==> src/sv/motor_status_packet_receiver_defines.svh <==
// Assertion macros shared by the motor status packet receiver RTL
`ifndef MOTOR_STATUS_PACKET_RECEIVER_DEFINES_SVH
`define MOTOR_STATUS_PACKET_RECEIVER_DEFINES_SVH

// Concurrent check on a named clock, switched off while reset is high
`define MSP_ASSERT_ON(label, clk, rst, prop, msg) \
   label: assert property (@(posedge clk) disable iff (rst) prop) else $error(msg);

// Same check on the block clock and reset
`define MSP_ASSERT(label, prop, msg) `MSP_ASSERT_ON(label, clock, reset, prop, msg)

`endif

==> src/sv/msp_rx_pkg.sv <==
// Types and constants of the motor status packet receiver
package msp_rx_pkg;

   localparam int COUNT_W     = 8;
   localparam int STORE_DEPTH = 14;
   localparam int STORE_IDX_W = 4;

   localparam logic [7:0] BROADCAST_ID = 8'hFE;
   localparam logic [7:0] MONITOR_KIND = 8'd216;
   localparam logic [7:0] MONITOR_LEN  = 8'd14;

   localparam logic [7:0] HOST_ID_RESET   = 8'd184;
   localparam logic [7:0] DRIVER_ID_RESET = 8'd183;
   localparam logic [7:0] MOTOR_ID_RESET  = 8'd1;

   // register indexes on the csr port
   localparam logic [1:0] REG_HOST_ID   = 2'd0;
   localparam logic [1:0] REG_DRIVER_ID = 2'd1;
   localparam logic [1:0] REG_MOTOR_ID  = 2'd2;

   typedef enum logic [2:0] {
      STEP_HOST   = 3'd0,
      STEP_DRIVER = 3'd1,
      STEP_MOTOR  = 3'd2,
      STEP_KIND   = 3'd3,
      STEP_LEN    = 3'd4,
      STEP_DATA   = 3'd5,
      STEP_SUM    = 3'd6
   } parse_step_type;

   typedef struct packed {
      logic [7:0] host_id;
      logic [7:0] driver_id;
      logic [7:0] motor_id;
   } msp_rx_cfg_type;

   typedef struct packed {
      logic               checksum_ok;
      logic [7:0]         packet_kind;
      logic               monitor_valid;
      logic [15:0]        right_speed;
      logic [7:0]         right_status;
      logic signed [31:0] right_pos;
      logic [15:0]        left_speed;
      logic [7:0]         left_status;
      logic signed [31:0] left_pos;
   } msp_rx_result_type;

endpackage

==> src/sv/msp_rx_if.sv <==
// Byte and result channel interfaces of the motor status packet receiver
interface msp_rx_req_if;
   logic       valid;
   logic       ready;
   logic [7:0] rx_byte;

   modport source (output valid, output rx_byte, input ready);
   modport sink   (input valid, input rx_byte, output ready);
endinterface

interface msp_rx_rsp_if;
   logic               valid;
   logic               ready;
   logic               checksum_ok;
   logic [7:0]         packet_kind;
   logic               monitor_valid;
   logic [15:0]        right_speed;
   logic [7:0]         right_status;
   logic signed [31:0] right_pos;
   logic [15:0]        left_speed;
   logic [7:0]         left_status;
   logic signed [31:0] left_pos;

   modport source (output valid, output checksum_ok, output packet_kind,
                   output monitor_valid, output right_speed, output right_status,
                   output right_pos, output left_speed, output left_status,
                   output left_pos, input ready);
   modport sink   (input valid, input checksum_ok, input packet_kind,
                   input monitor_valid, input right_speed, input right_status,
                   input right_pos, input left_speed, input left_status,
                   input left_pos, output ready);
endinterface

==> src/sv/msp_rx_parser.sv <==
// Frame parser: step state, running checksum, payload bytes and result decode
module msp_rx_parser import msp_rx_pkg::*; #(
   parameter int DATA_LIMIT = 64
) (
   input  logic              clock,
   input  logic              reset,
   input  logic              step_en,
   input  logic [7:0]        rx_byte,
   input  msp_rx_cfg_type    cfg,
   output logic              emit,
   output msp_rx_result_type result
);

   localparam logic [COUNT_W-1:0] LimitVal = COUNT_W'(DATA_LIMIT);

   parse_step_type     step_ff, step_in;
   logic [7:0]         sum_ff, sum_in;
   logic [7:0]         kind_ff, kind_in;
   logic [7:0]         len_ff, len_in;
   logic [COUNT_W-1:0] count_ff, count_in;
   logic [7:0]         store_ff [STORE_DEPTH];

   logic [7:0]         sum_add;
   logic [COUNT_W-1:0] count_inc;
   logic               host_hit, driver_hit, motor_hit;
   logic               sum_ok, monitor;

   assign sum_add    = sum_ff + rx_byte;
   assign count_inc  = count_ff + COUNT_W'(1);
   assign host_hit   = (rx_byte == cfg.host_id);
   assign driver_hit = host_hit || (rx_byte == cfg.driver_id);
   assign motor_hit  = (rx_byte == cfg.motor_id) || (rx_byte == BROADCAST_ID);

   // next step
   always_comb begin
      step_in = step_ff;
      unique case (step_ff)
         STEP_HOST:   step_in = host_hit ? STEP_DRIVER : STEP_HOST;
         STEP_DRIVER: step_in = driver_hit ? STEP_MOTOR : STEP_HOST;
         STEP_MOTOR:  step_in = motor_hit ? STEP_KIND : STEP_HOST;
         STEP_KIND:   step_in = STEP_LEN;
         STEP_LEN:    step_in = STEP_DATA;
         STEP_DATA: begin
            priority if (count_inc >= LimitVal) begin
               step_in = STEP_HOST;
            end else if (count_inc >= len_ff) begin
               step_in = STEP_SUM;
            end else begin
               step_in = STEP_DATA;
            end
         end
         STEP_SUM:    step_in = STEP_HOST;
         default:     step_in = STEP_HOST;
      endcase
   end

   // datapath updates per step
   always_comb begin
      sum_in   = sum_ff;
      kind_in  = kind_ff;
      len_in   = len_ff;
      count_in = count_ff;
      unique case (step_ff)
         STEP_HOST: begin
            if (host_hit) sum_in = rx_byte;
         end
         STEP_DRIVER: begin
            if (driver_hit) sum_in = sum_add;
         end
         STEP_MOTOR: begin
            if (motor_hit) sum_in = sum_add;
         end
         STEP_KIND: begin
            sum_in  = sum_add;
            kind_in = rx_byte;
         end
         STEP_LEN: begin
            sum_in   = sum_add;
            len_in   = rx_byte;
            count_in = '0;
         end
         STEP_DATA: begin
            sum_in   = sum_add;
            count_in = count_inc;
         end
         STEP_SUM:  sum_in = sum_add;
         default:   sum_in = sum_ff;
      endcase
   end

   always_ff @(posedge clock) begin
      if (reset) begin
         step_ff  <= STEP_HOST;
         sum_ff   <= '0;
         kind_ff  <= '0;
         len_ff   <= '0;
         count_ff <= '0;
      end else if (step_en) begin
         step_ff  <= step_in;
         sum_ff   <= sum_in;
         kind_ff  <= kind_in;
         len_ff   <= len_in;
         count_ff <= count_in;
      end
   end

   // only the first bytes of the payload are kept
   always_ff @(posedge clock) begin
      if (step_en && step_ff == STEP_DATA && count_ff < COUNT_W'(STORE_DEPTH)) begin
         store_ff[count_ff[STORE_IDX_W-1:0]] <= rx_byte;
      end
   end

   assign emit    = (step_ff == STEP_SUM);
   assign sum_ok  = (sum_add == 8'd0);
   assign monitor = sum_ok && kind_ff == MONITOR_KIND && len_ff == MONITOR_LEN;

   always_comb begin
      result               = '0;
      result.checksum_ok   = sum_ok;
      result.packet_kind   = kind_ff;
      result.monitor_valid = monitor;
      if (monitor) begin
         result.right_speed  = {store_ff[1], store_ff[0]};
         result.right_status = store_ff[2];
         result.right_pos    = $signed({store_ff[6], store_ff[5], store_ff[4], store_ff[3]});
         result.left_speed   = {store_ff[8], store_ff[7]};
         result.left_status  = store_ff[9];
         result.left_pos     = $signed({store_ff[13], store_ff[12], store_ff[11],
                                        store_ff[10]});
      end
   end

endmodule

==> src/sv/motor_status_packet_receiver.sv <==
// Top level of the motor status packet receiver: byte register, parser, result register, csr
// Takes one received byte per clock and parses host id, driver id, motor id, packet id,
// length, data and checksum bytes; on the checksum byte it delivers one result word with the
// checksum status, the packet id and, for a good monitor packet (id 216, length 14), both
// motors' speed, status and position. A byte is registered on accept, then parsed; a parsed
// checksum byte loads its result into the result register, which drives rsp. The block
// sustains one byte per cycle; it only holds req.ready low while a parsed checksum byte waits
// for the result register, which frees once rsp.ready takes the previous result word. Frames
// whose data count reaches DATA_LIMIT are dropped without a result. The user must write host_id
// (0x0), driver_id (0x4) and motor_id (0x8) over the APB port only while no frame is in flight; not enforced.
`include "motor_status_packet_receiver_defines.svh"

module motor_status_packet_receiver import msp_rx_pkg::*; #(
   parameter int DATA_LIMIT = 64
) (
   input  logic         clock,
   input  logic         reset,
   msp_rx_req_if.sink   req,
   msp_rx_rsp_if.source rsp,
   input  logic         psel,
   input  logic         penable,
   input  logic         pwrite,
   input  logic [3:0]   paddr,
   input  logic [31:0]  pwdata,
   output logic [31:0]  prdata,
   output logic         pready
);

   msp_rx_cfg_type    cfg_ff;
   logic              s1_valid_ff, s1_valid_in;
   logic [7:0]        s1_byte_ff;
   logic              rsp_valid_ff, rsp_valid_in;
   msp_rx_result_type rsp_data_ff;
   msp_rx_result_type result;
   logic              emit;
   logic              out_free;
   logic              s1_fire;
   logic              req_take;
   logic [1:0]        reg_idx;
   logic [7:0]        rd_byte;

   // ---- csr port ----
   assign pready  = 1'b1;
   assign reg_idx = paddr[3:2];

   always_ff @(posedge clock) begin
      if (reset) begin
         cfg_ff.host_id   <= HOST_ID_RESET;
         cfg_ff.driver_id <= DRIVER_ID_RESET;
         cfg_ff.motor_id  <= MOTOR_ID_RESET;
      end else if (psel && penable && pwrite) begin
         unique case (reg_idx)
            REG_HOST_ID:   cfg_ff.host_id   <= pwdata[7:0];
            REG_DRIVER_ID: cfg_ff.driver_id <= pwdata[7:0];
            REG_MOTOR_ID:  cfg_ff.motor_id  <= pwdata[7:0];
            default:       cfg_ff.motor_id  <= cfg_ff.motor_id;
         endcase
      end
   end

   always_comb begin
      unique case (reg_idx)
         REG_HOST_ID:   rd_byte = cfg_ff.host_id;
         REG_DRIVER_ID: rd_byte = cfg_ff.driver_id;
         REG_MOTOR_ID:  rd_byte = cfg_ff.motor_id;
         default:       rd_byte = 8'd0;
      endcase
   end

   assign prdata = {24'd0, rd_byte};

   // ---- byte register and result register ----
   assign out_free  = !rsp_valid_ff || rsp.ready;
   // a byte that yields no result never waits on the result side
   assign s1_fire   = s1_valid_ff && (!emit || out_free);
   assign req.ready = !s1_valid_ff || s1_fire;
   assign req_take  = req.valid && req.ready;

   always_comb begin
      s1_valid_in = s1_valid_ff;
      if (req_take) begin
         s1_valid_in = 1'b1;
      end else if (s1_fire) begin
         s1_valid_in = 1'b0;
      end
   end

   always_comb begin
      rsp_valid_in = rsp_valid_ff;
      if (s1_fire && emit) begin
         rsp_valid_in = 1'b1;
      end else if (rsp.ready) begin
         rsp_valid_in = 1'b0;
      end
   end

   always_ff @(posedge clock) begin
      if (reset) begin
         s1_valid_ff  <= 1'b0;
         rsp_valid_ff <= 1'b0;
      end else begin
         s1_valid_ff  <= s1_valid_in;
         rsp_valid_ff <= rsp_valid_in;
      end
   end

   always_ff @(posedge clock) begin
      if (req_take) s1_byte_ff <= req.rx_byte;
      if (s1_fire && emit) rsp_data_ff <= result;
   end

   msp_rx_parser #(
      .DATA_LIMIT (DATA_LIMIT)
   ) u_parser (
      .clock   (clock),
      .reset   (reset),
      .step_en (s1_fire),
      .rx_byte (s1_byte_ff),
      .cfg     (cfg_ff),
      .emit    (emit),
      .result  (result)
   );

   assign rsp.valid         = rsp_valid_ff;
   assign rsp.checksum_ok   = rsp_data_ff.checksum_ok;
   assign rsp.packet_kind   = rsp_data_ff.packet_kind;
   assign rsp.monitor_valid = rsp_data_ff.monitor_valid;
   assign rsp.right_speed   = rsp_data_ff.right_speed;
   assign rsp.right_status  = rsp_data_ff.right_status;
   assign rsp.right_pos     = rsp_data_ff.right_pos;
   assign rsp.left_speed    = rsp_data_ff.left_speed;
   assign rsp.left_status   = rsp_data_ff.left_status;
   assign rsp.left_pos      = rsp_data_ff.left_pos;

   // ---- checks ----
   `MSP_ASSERT(a_monitor_needs_sum,
      rsp_valid_ff |-> (!rsp_data_ff.monitor_valid || rsp_data_ff.checksum_ok),
      "monitor word without good checksum")
   `MSP_ASSERT(a_plain_word_zero,
      (rsp_valid_ff && !rsp_data_ff.monitor_valid) |->
         (rsp_data_ff.right_pos == 0 && rsp_data_ff.left_pos == 0 &&
          rsp_data_ff.right_speed == 16'd0 && rsp_data_ff.left_speed == 16'd0),
      "motor fields set on non monitor word")
   `MSP_ASSERT(a_byte_held,
      (s1_valid_ff && !s1_fire) |=> (s1_valid_ff && $stable(s1_byte_ff)),
      "stalled byte lost")
   `MSP_ASSERT(a_result_loaded, (s1_fire && emit) |=> rsp_valid_ff,
      "checksum byte gave no result word")

endmodule

==> src/flat_wrapper.sv <==
// flat-port wrapper written by rule: the top's interface ports become plain ports
module motor_status_packet_receiver_flat import msp_rx_pkg::*;
#(
   parameter int DATA_LIMIT = 64
)
  (clock, reset, psel, penable, pwrite, paddr, pwdata, prdata, pready, req_valid, req_rx_byte, req_ready, rsp_valid, rsp_checksum_ok, rsp_packet_kind, rsp_monitor_valid, rsp_right_speed, rsp_right_status, rsp_right_pos, rsp_left_speed, rsp_left_status, rsp_left_pos, rsp_ready);
  msp_rx_req_if req_i ();
  msp_rx_rsp_if rsp_i ();
  input  logic clock;
  input  logic reset;
  input  logic psel;
  input  logic penable;
  input  logic pwrite;
  input  logic [3:0] paddr;
  input  logic [31:0] pwdata;
  output logic [31:0] prdata;
  output logic pready;
  input wire logic [$bits(req_i.valid)-1:0] req_valid;
  input wire logic [$bits(req_i.rx_byte)-1:0] req_rx_byte;
  output wire logic [$bits(req_i.ready)-1:0] req_ready;
  output wire logic [$bits(rsp_i.valid)-1:0] rsp_valid;
  output wire logic [$bits(rsp_i.checksum_ok)-1:0] rsp_checksum_ok;
  output wire logic [$bits(rsp_i.packet_kind)-1:0] rsp_packet_kind;
  output wire logic [$bits(rsp_i.monitor_valid)-1:0] rsp_monitor_valid;
  output wire logic [$bits(rsp_i.right_speed)-1:0] rsp_right_speed;
  output wire logic [$bits(rsp_i.right_status)-1:0] rsp_right_status;
  output wire logic [$bits(rsp_i.right_pos)-1:0] rsp_right_pos;
  output wire logic [$bits(rsp_i.left_speed)-1:0] rsp_left_speed;
  output wire logic [$bits(rsp_i.left_status)-1:0] rsp_left_status;
  output wire logic [$bits(rsp_i.left_pos)-1:0] rsp_left_pos;
  input wire logic [$bits(rsp_i.ready)-1:0] rsp_ready;
  assign req_i.valid = req_valid;
  assign req_i.rx_byte = req_rx_byte;
  assign req_ready = req_i.ready;
  assign rsp_valid = rsp_i.valid;
  assign rsp_checksum_ok = rsp_i.checksum_ok;
  assign rsp_packet_kind = rsp_i.packet_kind;
  assign rsp_monitor_valid = rsp_i.monitor_valid;
  assign rsp_right_speed = rsp_i.right_speed;
  assign rsp_right_status = rsp_i.right_status;
  assign rsp_right_pos = rsp_i.right_pos;
  assign rsp_left_speed = rsp_i.left_speed;
  assign rsp_left_status = rsp_i.left_status;
  assign rsp_left_pos = rsp_i.left_pos;
  assign rsp_i.ready = rsp_ready;
  motor_status_packet_receiver #(.DATA_LIMIT(DATA_LIMIT)) u_core (.clock(clock), .reset(reset), .req(req_i), .rsp(rsp_i), .psel(psel), .penable(penable), .pwrite(pwrite), .paddr(paddr), .pwdata(pwdata), .prdata(prdata), .pready(pready));
endmodule
==> config.mk <==
export PLATFORM = sky130hd
export DESIGN_NAME = motor_status_packet_receiver_flat
export DESIGN_NICKNAME = d
export VERILOG_FILES = /design/src/sv/msp_rx_pkg.sv /design/src/sv/msp_rx_if.sv /design/src/sv/msp_rx_parser.sv /design/src/sv/motor_status_packet_receiver.sv /design/src/flat_wrapper.sv
export VERILOG_INCLUDE_DIRS = /design/src /design/src/sv
export SDC_FILE = /design/constraint.sdc
export NUM_CORES = 1
export LEC_CHECK = 0
export ABC_AREA = 1
export BUFFER_PORTS_ARGS = -buffer_cell sky130_fd_sc_hd__buf_2
export CAP_MARGIN = 15
export CORE_MARGIN = 2
export CORE_UTILIZATION = 42
export DETAILED_ROUTE_END_ITERATION = 8
export GPL_TIMING_DRIVEN = 0
export REMOVE_ABC_BUFFERS = 1
export SYNTH_ARGS = -nofsm -noshare
export SYNTH_HDL_FRONTEND = slang
export SYNTH_SLANG_ARGS = --single-unit
==> constraint.sdc <==
create_clock -name clock -period 3.9 [get_ports clock]
set_input_delay 0.195 -clock clock [delete_from_list [all_inputs] [get_ports clock]]
set_output_delay 0.195 -clock clock [all_outputs]
set_load 0.02 [all_outputs]
==> results of run 1 <==
[Yosys cell counts (all sizes together)]
cell and number:
mux2 3, a21oi 46, xnor2 20, nor3 6, inv 191, dfxtp 61, buf 44, conb 2
o221ai 3, o21a 1, nand4 12, o21ai 31, nor2 191, edfxtp 242, nand3 34, ha 19
clkinv 1, o211ai 8, nand2 174, fa 1, nand2b 1, xor2 5, clkbuf 14
[logic make-up after synthesis]
| family | count (synthesis) | synth area share [%] |
|---|---|---|
| AND/OR/NAND/NOR | 418 | 14.8 |
| flip-flops | 303 | 68.2 |
| buffers and inverters | 250 | 8.89 |
| AO/OA/AOI/OAI | 89 | 3.85 |
| XOR/XNOR | 25 | 1.82 |
| adder cells (fa/ha/maj) | 20 | 2.07 |
| multiplexers | 3 | 0.272 |
| other | 2 | 0.0604 |
[worst min path at each step]
stage              startpoint                              end  slack [ns]  cells after the start
2_1_floorplan           reset  u_core.s1_valid_ff$_SDFFE_PP0P_        0.26                      1
3_3_place_gp   req_rx_byte[3]   u_core.s1_byte_ff[3]$_DFFE_PP_        0.38                      1
3_5_place_dp   req_rx_byte[3]   u_core.s1_byte_ff[3]$_DFFE_PP_        0.38                      1
4_1_cts             rsp_ready    u_core.rsp.valid$_SDFFE_PP0P_        0.01                      4
5_1_grt             rsp_ready    u_core.rsp.valid$_SDFFE_PP0P_        0.02                      4
6_report            rsp_ready    u_core.rsp.valid$_SDFFE_PP0P_        0.02                      4
[worst min-delay path, stage by stage]
cell and delay, ns:
buf_2 0.07, nor2_1 0.08, nor2_1 0.12, nor2_1 0.04
[sequential cells by signal, summed over array words and instances, names as in the netlist]
name,count
u_core.rsp.left_status,8
u_core.rsp.right_speed,16
u_core.rsp.monitor_valid,1
u_core.rsp.left_speed,16
u_core.s1_valid_ff,1
u_core.u_parser.store_ff,112
u_core.u_parser.sum_ff,8
u_core.u_parser.len_ff,8
u_core.u_parser.count_ff,8
u_core.u_parser.step_ff,3
u_core.rsp.checksum_ok,1
u_core.rsp.valid,1
u_core.u_parser.kind_ff,8
u_core.rsp.packet_kind,8
u_core.rsp.right_status,8
u_core.rsp.right_pos,32
u_core.s1_byte_ff,8
u_core.rsp.left_pos,32
u_core.cfg_ff,24
[metrics by stage]
stage | std cells | hold WS, ns
after global routing | 1705 | 0.0243
after floorplan | 1075 | 0.264
after CTS | 1702 | 0.0115
after detailed placement | 1624 | 0.380
final | 1705 | 0.0238
after global placement | 1621 | 0.384
[per-layer routing]
layer  vias to the layer above  wire length (um)  global-route usage (%)
met5                         -                 0                       0
met4                         0               563                    4.24
met3                        38              1200                    2.41
met2                       208             11900                    26.3
met1                      3458             11100                    21.1
li1                       3895                 -                       -
[power by group through the flow]
stage          clock, mW  combinational (mW)  sequential, mW
2_1_floorplan          0               0.114            3.58
3_3_place_gp           0               0.156            3.63
3_5_place_dp           0               0.158            3.63
4_1_cts             2.82               0.203            3.54
5_1_grt             2.95               0.236            3.54
6_report            2.75               0.214            3.54
[cell type report]
class                      instances  area (um2)
sequential                       303        8490
inverter                         192         726
tap                              390         488
clock inverter                    20         158
clock buffer                      36         795
timing repair buffer             183        1120
fill                            2638       14700
multi-input combinational        581        2960
[what timing repair did]
action	in CTS	in global routing
endpoints found under the hold margin	33	0
pin swaps	0	1
hold buffers	17	0
setup buffers	5	1
gates cloned	0	1
resized for setup	0	1
setup endpoints to repair	44	44
==> summary.txt, run 1 <==
Synth cell types: 32
Buf/Inv on CP: 2
R2R Setup Slk: 0.36 ns
Num CTS Buffers: 31
CP max stage delay: 0.68 ns
post-route cell area: 14,700 um2
outcome: complete, no violations
die area: 31,000 um2
final WL: 24,800 um
Layout area overhead: 18.5%
CTS root buffer: clkbuf_16
CTS max path bufs: 3
Power, Total: 6.50 mW
Cells after Synth: 1,110
Max-slew headroom: 28.3%
Peak VDD IR: 0.310 mV
Worst-Margin Slew: 1.08 ns
sequential-to-total area share from yosys stat: 68.2%
Reg power frac: 54.4%
row count: 63
Worst Hold Class: primary input to register
Slew Limit Fails: 0
critical path depth: 10
min Tclk post-route: 3.54 ns
Final Hold Viols: 0
combinational power share: 3.3%
Crit-path slowest cell: edfxtp_1
post-detail-place hpwl: 15,100 um
Final TNS setup: 0 ns
All-Layer GR Usage: 15.6%
Port Buffers: 156
Post-Route Utilization: 50.1%
clock share of power: 42.3%
worst reg-to-reg path cell count: 10
Final Setup Violations: 0
CTS sink count: 303
critical path fanouts, max: 44
Initial Util: 42.3%
clock latency on the worst-skew pair: 0.54 ns
Startpoint Class: register
Syn Area/Cell: 11.2 um2
Ys Warns: 0
vias in the first global route: 7,074
Via-to-Cell Ratio: 4.46
Cell Pwr Density: 441 nW/um2
commonest non-fill, non-tap cell in the layout: edfxtp_1
leakage: 5.67 nW
termination of the worst setup path: u_core.rsp.right_speed[7]$_SDFFCE_PN0P_
core area: 29,400 um2
initial drt markers: 546
Int Pwr: 5.15 mW
Worst Path Required: 4.28 ns
number of remaining DRC errors: 0
CTS tree: done
Worst Setup Path Type: register to register
via count: 7,599
initial antenna violation count: 0
per-cell routed wire length: 14.5 um
share of post-route cells with drive strength above 1: 22.4%
DP Area: 13,500 um2
RR Endpoint: u_core.rsp.right_speed[7]$_SDFFCE_PN0P_
RSZ-0062 raised after global routing: false
die span in y: 176 um
reg2reg start: u_core.s1_byte_ff[0]$_DFFE_PP_
worst slack, placed: -0.167 ns
chip width: 176 um
Data arrival, critical path: 3.92 ns
Setup WS post-layout: 0.360 ns
largest net degree at the start of global routing: 98
fin nets: 1,363
Final ANT Viol Nets: 0
synth top area cells: edfxtp_1, dfxtp_1, inv_1
delay-heaviest family, CP: simple AND/OR/NAND/NOR gates
Crit. End Element: register
worst-path cell chain: ha_1 -> fa_1 -> xor2_1 -> nor3_1 -> nand3_1 -> nor2_2 -> nand4_4 -> buf_12 -> buf_16 -> nor2_1
switch share: 20.8%
#FFs+latches synth: 303
I/O pin cnt: 208
switching power: 1.35 mW
final RePlAce weighted congestion: 0.846
Synth area leader: edfxtp_1
post-synth top area share: 58.4%
clk_skew: 0.0125 ns
CP startpoint: u_core.s1_byte_ff[0]$_DFFE_PP_
final period utilization: 90.8%
first-pass GRT wire length: 37,500 um
most frequent cells in the layout: edfxtp_1, inv_1, nand2_1, buf_2, nor2_1
H-tree Lvls: 1
1st-pass router iterations: 5
Syn Std Cell Area: 12,400 um2
Max Freq: 0.283 GHz
MaxCap Viol Count: 0
antenna cell count: 0
remaining global-route overflow: 0
Reg clk slew, reported paths: 0.06 ns
Note: power is estimated with default switching activity, not from simulation.
==> run 2: changes to the inputs <==
--- a/config.mk
+++ b/config.mk
@@ -6,13 +6,13 @@
 export SDC_FILE = /design/constraint.sdc
 export NUM_CORES = 1
 export LEC_CHECK = 0
-export ABC_AREA = 1
 export BUFFER_PORTS_ARGS = -buffer_cell sky130_fd_sc_hd__buf_2
 export CAP_MARGIN = 15
 export CORE_MARGIN = 2
 export CORE_UTILIZATION = 42
 export DETAILED_ROUTE_END_ITERATION = 8
 export GPL_TIMING_DRIVEN = 0
+export PLACE_DENSITY = 0.65
 export REMOVE_ABC_BUFFERS = 1
 export SYNTH_ARGS = -nofsm -noshare
 export SYNTH_HDL_FRONTEND = slang
==> run 2 against run 1 <==
Sequential share of layout area rose by 1.0 points. Fmax fell by 1.8%. Critical endpoint is now u_core.rsp.right_pos[26]$_SDFFCE_PN0P_. Core utilization rose by 1.6 points. First-iteration DRC count fell by 27%. Clock skew rose by 0.011 ns. Sequential cell count did not move. Sequential power barely moved.
==> summary.txt, run 2 <==
outcome: complete, no violations
CTS sink count: 303 (unchanged)
Buf/Inv on CP: 0 (-2)
CTS max path bufs: 3 (unchanged)
Via-to-Cell Ratio: 4.73 (+6.0%)
synth top area cells: edfxtp_1, dfxtp_1, and2_1
combined area of the multi-input logic cells: 3190 um2 (+7.7%)
1st-pass router iterations: 5 (unchanged)
CTS tree: done
Final Setup Violations: 0 (unchanged)
per-cell routed wire length: 16.7 um (+15%)
initial drt markers: 400 (-27%)
post-detail-place hpwl: 14,600 um (-2.9%)
most frequent cells after synthesis: edfxtp_1, and2_1, nor2_1, nand2_1, dfxtp_1
most frequent cells in the layout: edfxtp_1, buf_2, and2_1, nor2_1, nand2_1
Reg area: 8490 um2 (unchanged)
core area: 28,000 um2 (-4.7%)
Worst Path Required: 4.26 ns (-0.02 ns)
fin nets: 1,128 (-17%)
clk_skew: 0.0234 ns (+0.0109 ns)
Peak VDD IR: 0.243 mV (-22%)
fin cells: 1,460 (-14%)
clock latency on the worst-skew pair: 0.51 ns (-0.03 ns)
largest net degree at the start of global routing: 58 (-41%)
dominant cell by count in the synthesized netlist: edfxtp_1
All-Layer GR Usage: 16.2% (+0.64 points)
H-tree Lvls: 2 (+1)
Port Buffers: 156 (unchanged)
remaining global-route overflow: 0 (unchanged)
Initial Util: 42.9% (+0.64 points)
dpl cells: 1,375 (-15%)
worst-path cell chain: ha_1 -> fa_2 -> a21o_1 -> a21oi_2 -> xnor2_1 -> or4_1 -> nor3_4 -> and4_4 -> and2_1
final WL: 24,400 um (-1.3%)
number of flops mapped to enable cells by yosys: 242 (unchanged)
number of remaining DRC errors: 0 (unchanged)
Slew Limit Fails: 0 (unchanged)
commonest non-fill, non-tap cell in the layout: edfxtp_1
leakage: 4.86 nW (-14%)
die area: 30,000 um2 (-3.2%)
number of fill cells: 2,413 (-8.5%)
Num CTS Buffers: 34 (+9.7%)
Worst-Margin Slew: 1.13 ns (+0.0506 ns)
Cell Pwr Density: 472 nW/um2 (+7.1%)
RSZ-0062 raised after global routing: false
Crit-path slowest cell: edfxtp_1
Cells after Synth: 880 (-21%)
Syn Std Cell Area: 12,000 um2 (-3.3%)
Final Hold Viols: 0 (unchanged)
Layout area overhead: 20.4%
Synth area leader: edfxtp_1
vias in the first global route: 6,529 (-7.7%)
min Tclk post-route: 3.61 ns (+0.0664 ns)
antenna cell count: 0 (unchanged)
die span in y: 173 um (-1.6%)
sequential-to-total area share from yosys stat: 70.6% (+2.3 points)
via count: 6,900 (-9.2%)
Final ANT Viol Nets: 0 (unchanged)
Ys Warns: 0 (unchanged)
final RePlAce weighted congestion: 0.786 (-7.1%)
Post-synth top flop: edfxtp_1
#FFs+latches synth: 303 (unchanged)
post-synth top area share: 60.4% (+2.0 points)
critical path fanouts, max: 57 (+30%)
Syn Area/Cell: 13.7 um2 (+22%)
Synth cell types: 49 (+53%)
Max-slew headroom: 24.9% (-3.4 points)
Crit. End Element: register
CP max stage delay: 0.69 ns (about the same)
max FFs per register: 112 (unchanged)
row count: 61 (-3.2%)
Worst Hold Class: primary input to register
share of post-route cells with drive strength above 1: 21.2% (-1.2 points)
Reg clk slew, reported paths: 0.06 ns (about the same)
first-pass GRT wire length: 37,700 um (+0.50%)
Post-Route Utilization: 51.7% (+1.6 points)
CTS root buffer: clkbuf_16
WHS: 0.0662 ns (+0.0424 ns)
MaxCap Viol Count: 0 (unchanged)
initial antenna violation count: 0 (unchanged)
Data arrival, critical path: 3.96 ns (+0.04 ns)
chip width: 173 um (-1.6%)
I/O pin cnt: 208 (unchanged)
final period utilization: 92.5% (+1.7 points)
Startpoint Class: register
delay-heaviest family, CP: simple AND/OR/NAND/NOR gates
Max Freq: 0.277 GHz (-1.8%)
Post-synth ARST share: 0% (unchanged)
Worst Setup Path Type: register to register
==> run 2: cell type report <==
type	count	area share [%]
multi-input cells	516	22.0
clock inverters	19	1.30
clock buffers	42	6.37
repair buffers	186	8.04
flip-flops and latches	303	58.6
well taps	378	3.27
inverters	16	0.415
==> run 2: path summary, 6_finish.rpt <==
| check | from | to | slack (ns) | depth (start not counted) |
|---|---|---|---|---|
| max | u_core.s1_byte_ff[0]$_DFFE_PP_ | u_core.rsp.right_pos[26]$_SDFFCE_PN0P_ | 0.29 | 9 |
| min | rsp_ready | u_core.rsp.valid$_SDFFE_PP0P_ | 0.07 | 3 |
| max reg2reg | u_core.s1_byte_ff[0]$_DFFE_PP_ | u_core.rsp.right_pos[26]$_SDFFCE_PN0P_ | 0.29 | 9 |
| min reg2reg | u_core.u_parser.kind_ff[3]$_SDFFE_PP0P_ | u_core.rsp.packet_kind[3]$_DFFE_PP_ | 0.47 | 0 |
==> run 2: kinds of logic after synthesis <==
kind of cell / share of synthesized area [%]
AOI/OAI and AO/OA: 4.08
xor gates and xnor gates: 2.77
adders and majority gates: 2.14
buffers and inverters: 4.04
DFF: 70.6
muxes: 2.50
other: 0.0624
and+or+nand+nor: 13.9
==> run 2: report_power, final <==
part,internal (mW),switching [mW]
clock,1.84,1.25
sequential,3.49,0.0459
combinational,0.0839,0.135
total,5.41,1.43
==> run 2: stage by stage <==
step	power, mW	setup TNS, ns	setup WS, ns	instance area, um2
detailed placement	3.79	-11.63	-0.145	13100
finish	6.84	0	0.294	14500
global placement	3.78	-622.47	-5.01	12900
CTS	6.91	0	0.0675	14400
global route	7.05	0	0.0926	14500
floorplan	3.68	-309.70	-2.54	11700
==> run 2: worst min-delay path: stages <==
cell	delay, ns
buf_2	0.09
nand2b_1	0.15
a21oi_1	0.08
==> run 2: what timing repair did <==
item | in CTS | in global routing
resized for setup | 4 | 0
hold buffers | 17 | 0
endpoints found under the setup margin | 113 | 0
hold endpoints to repair | 33 | 0
buffers inserted | 1 | 0
==> run 2: metal layers <==
metal,part of all wire [%],global-route usage (%),vias up,wire length (um)
li1,-,-,3431,-
met1,46,22.4,3221,11300
met2,47,26.2,204,11400
met3,4.9,2.83,44,1190
met4,2.1,5.16,0,521
met5,0,0,-,0
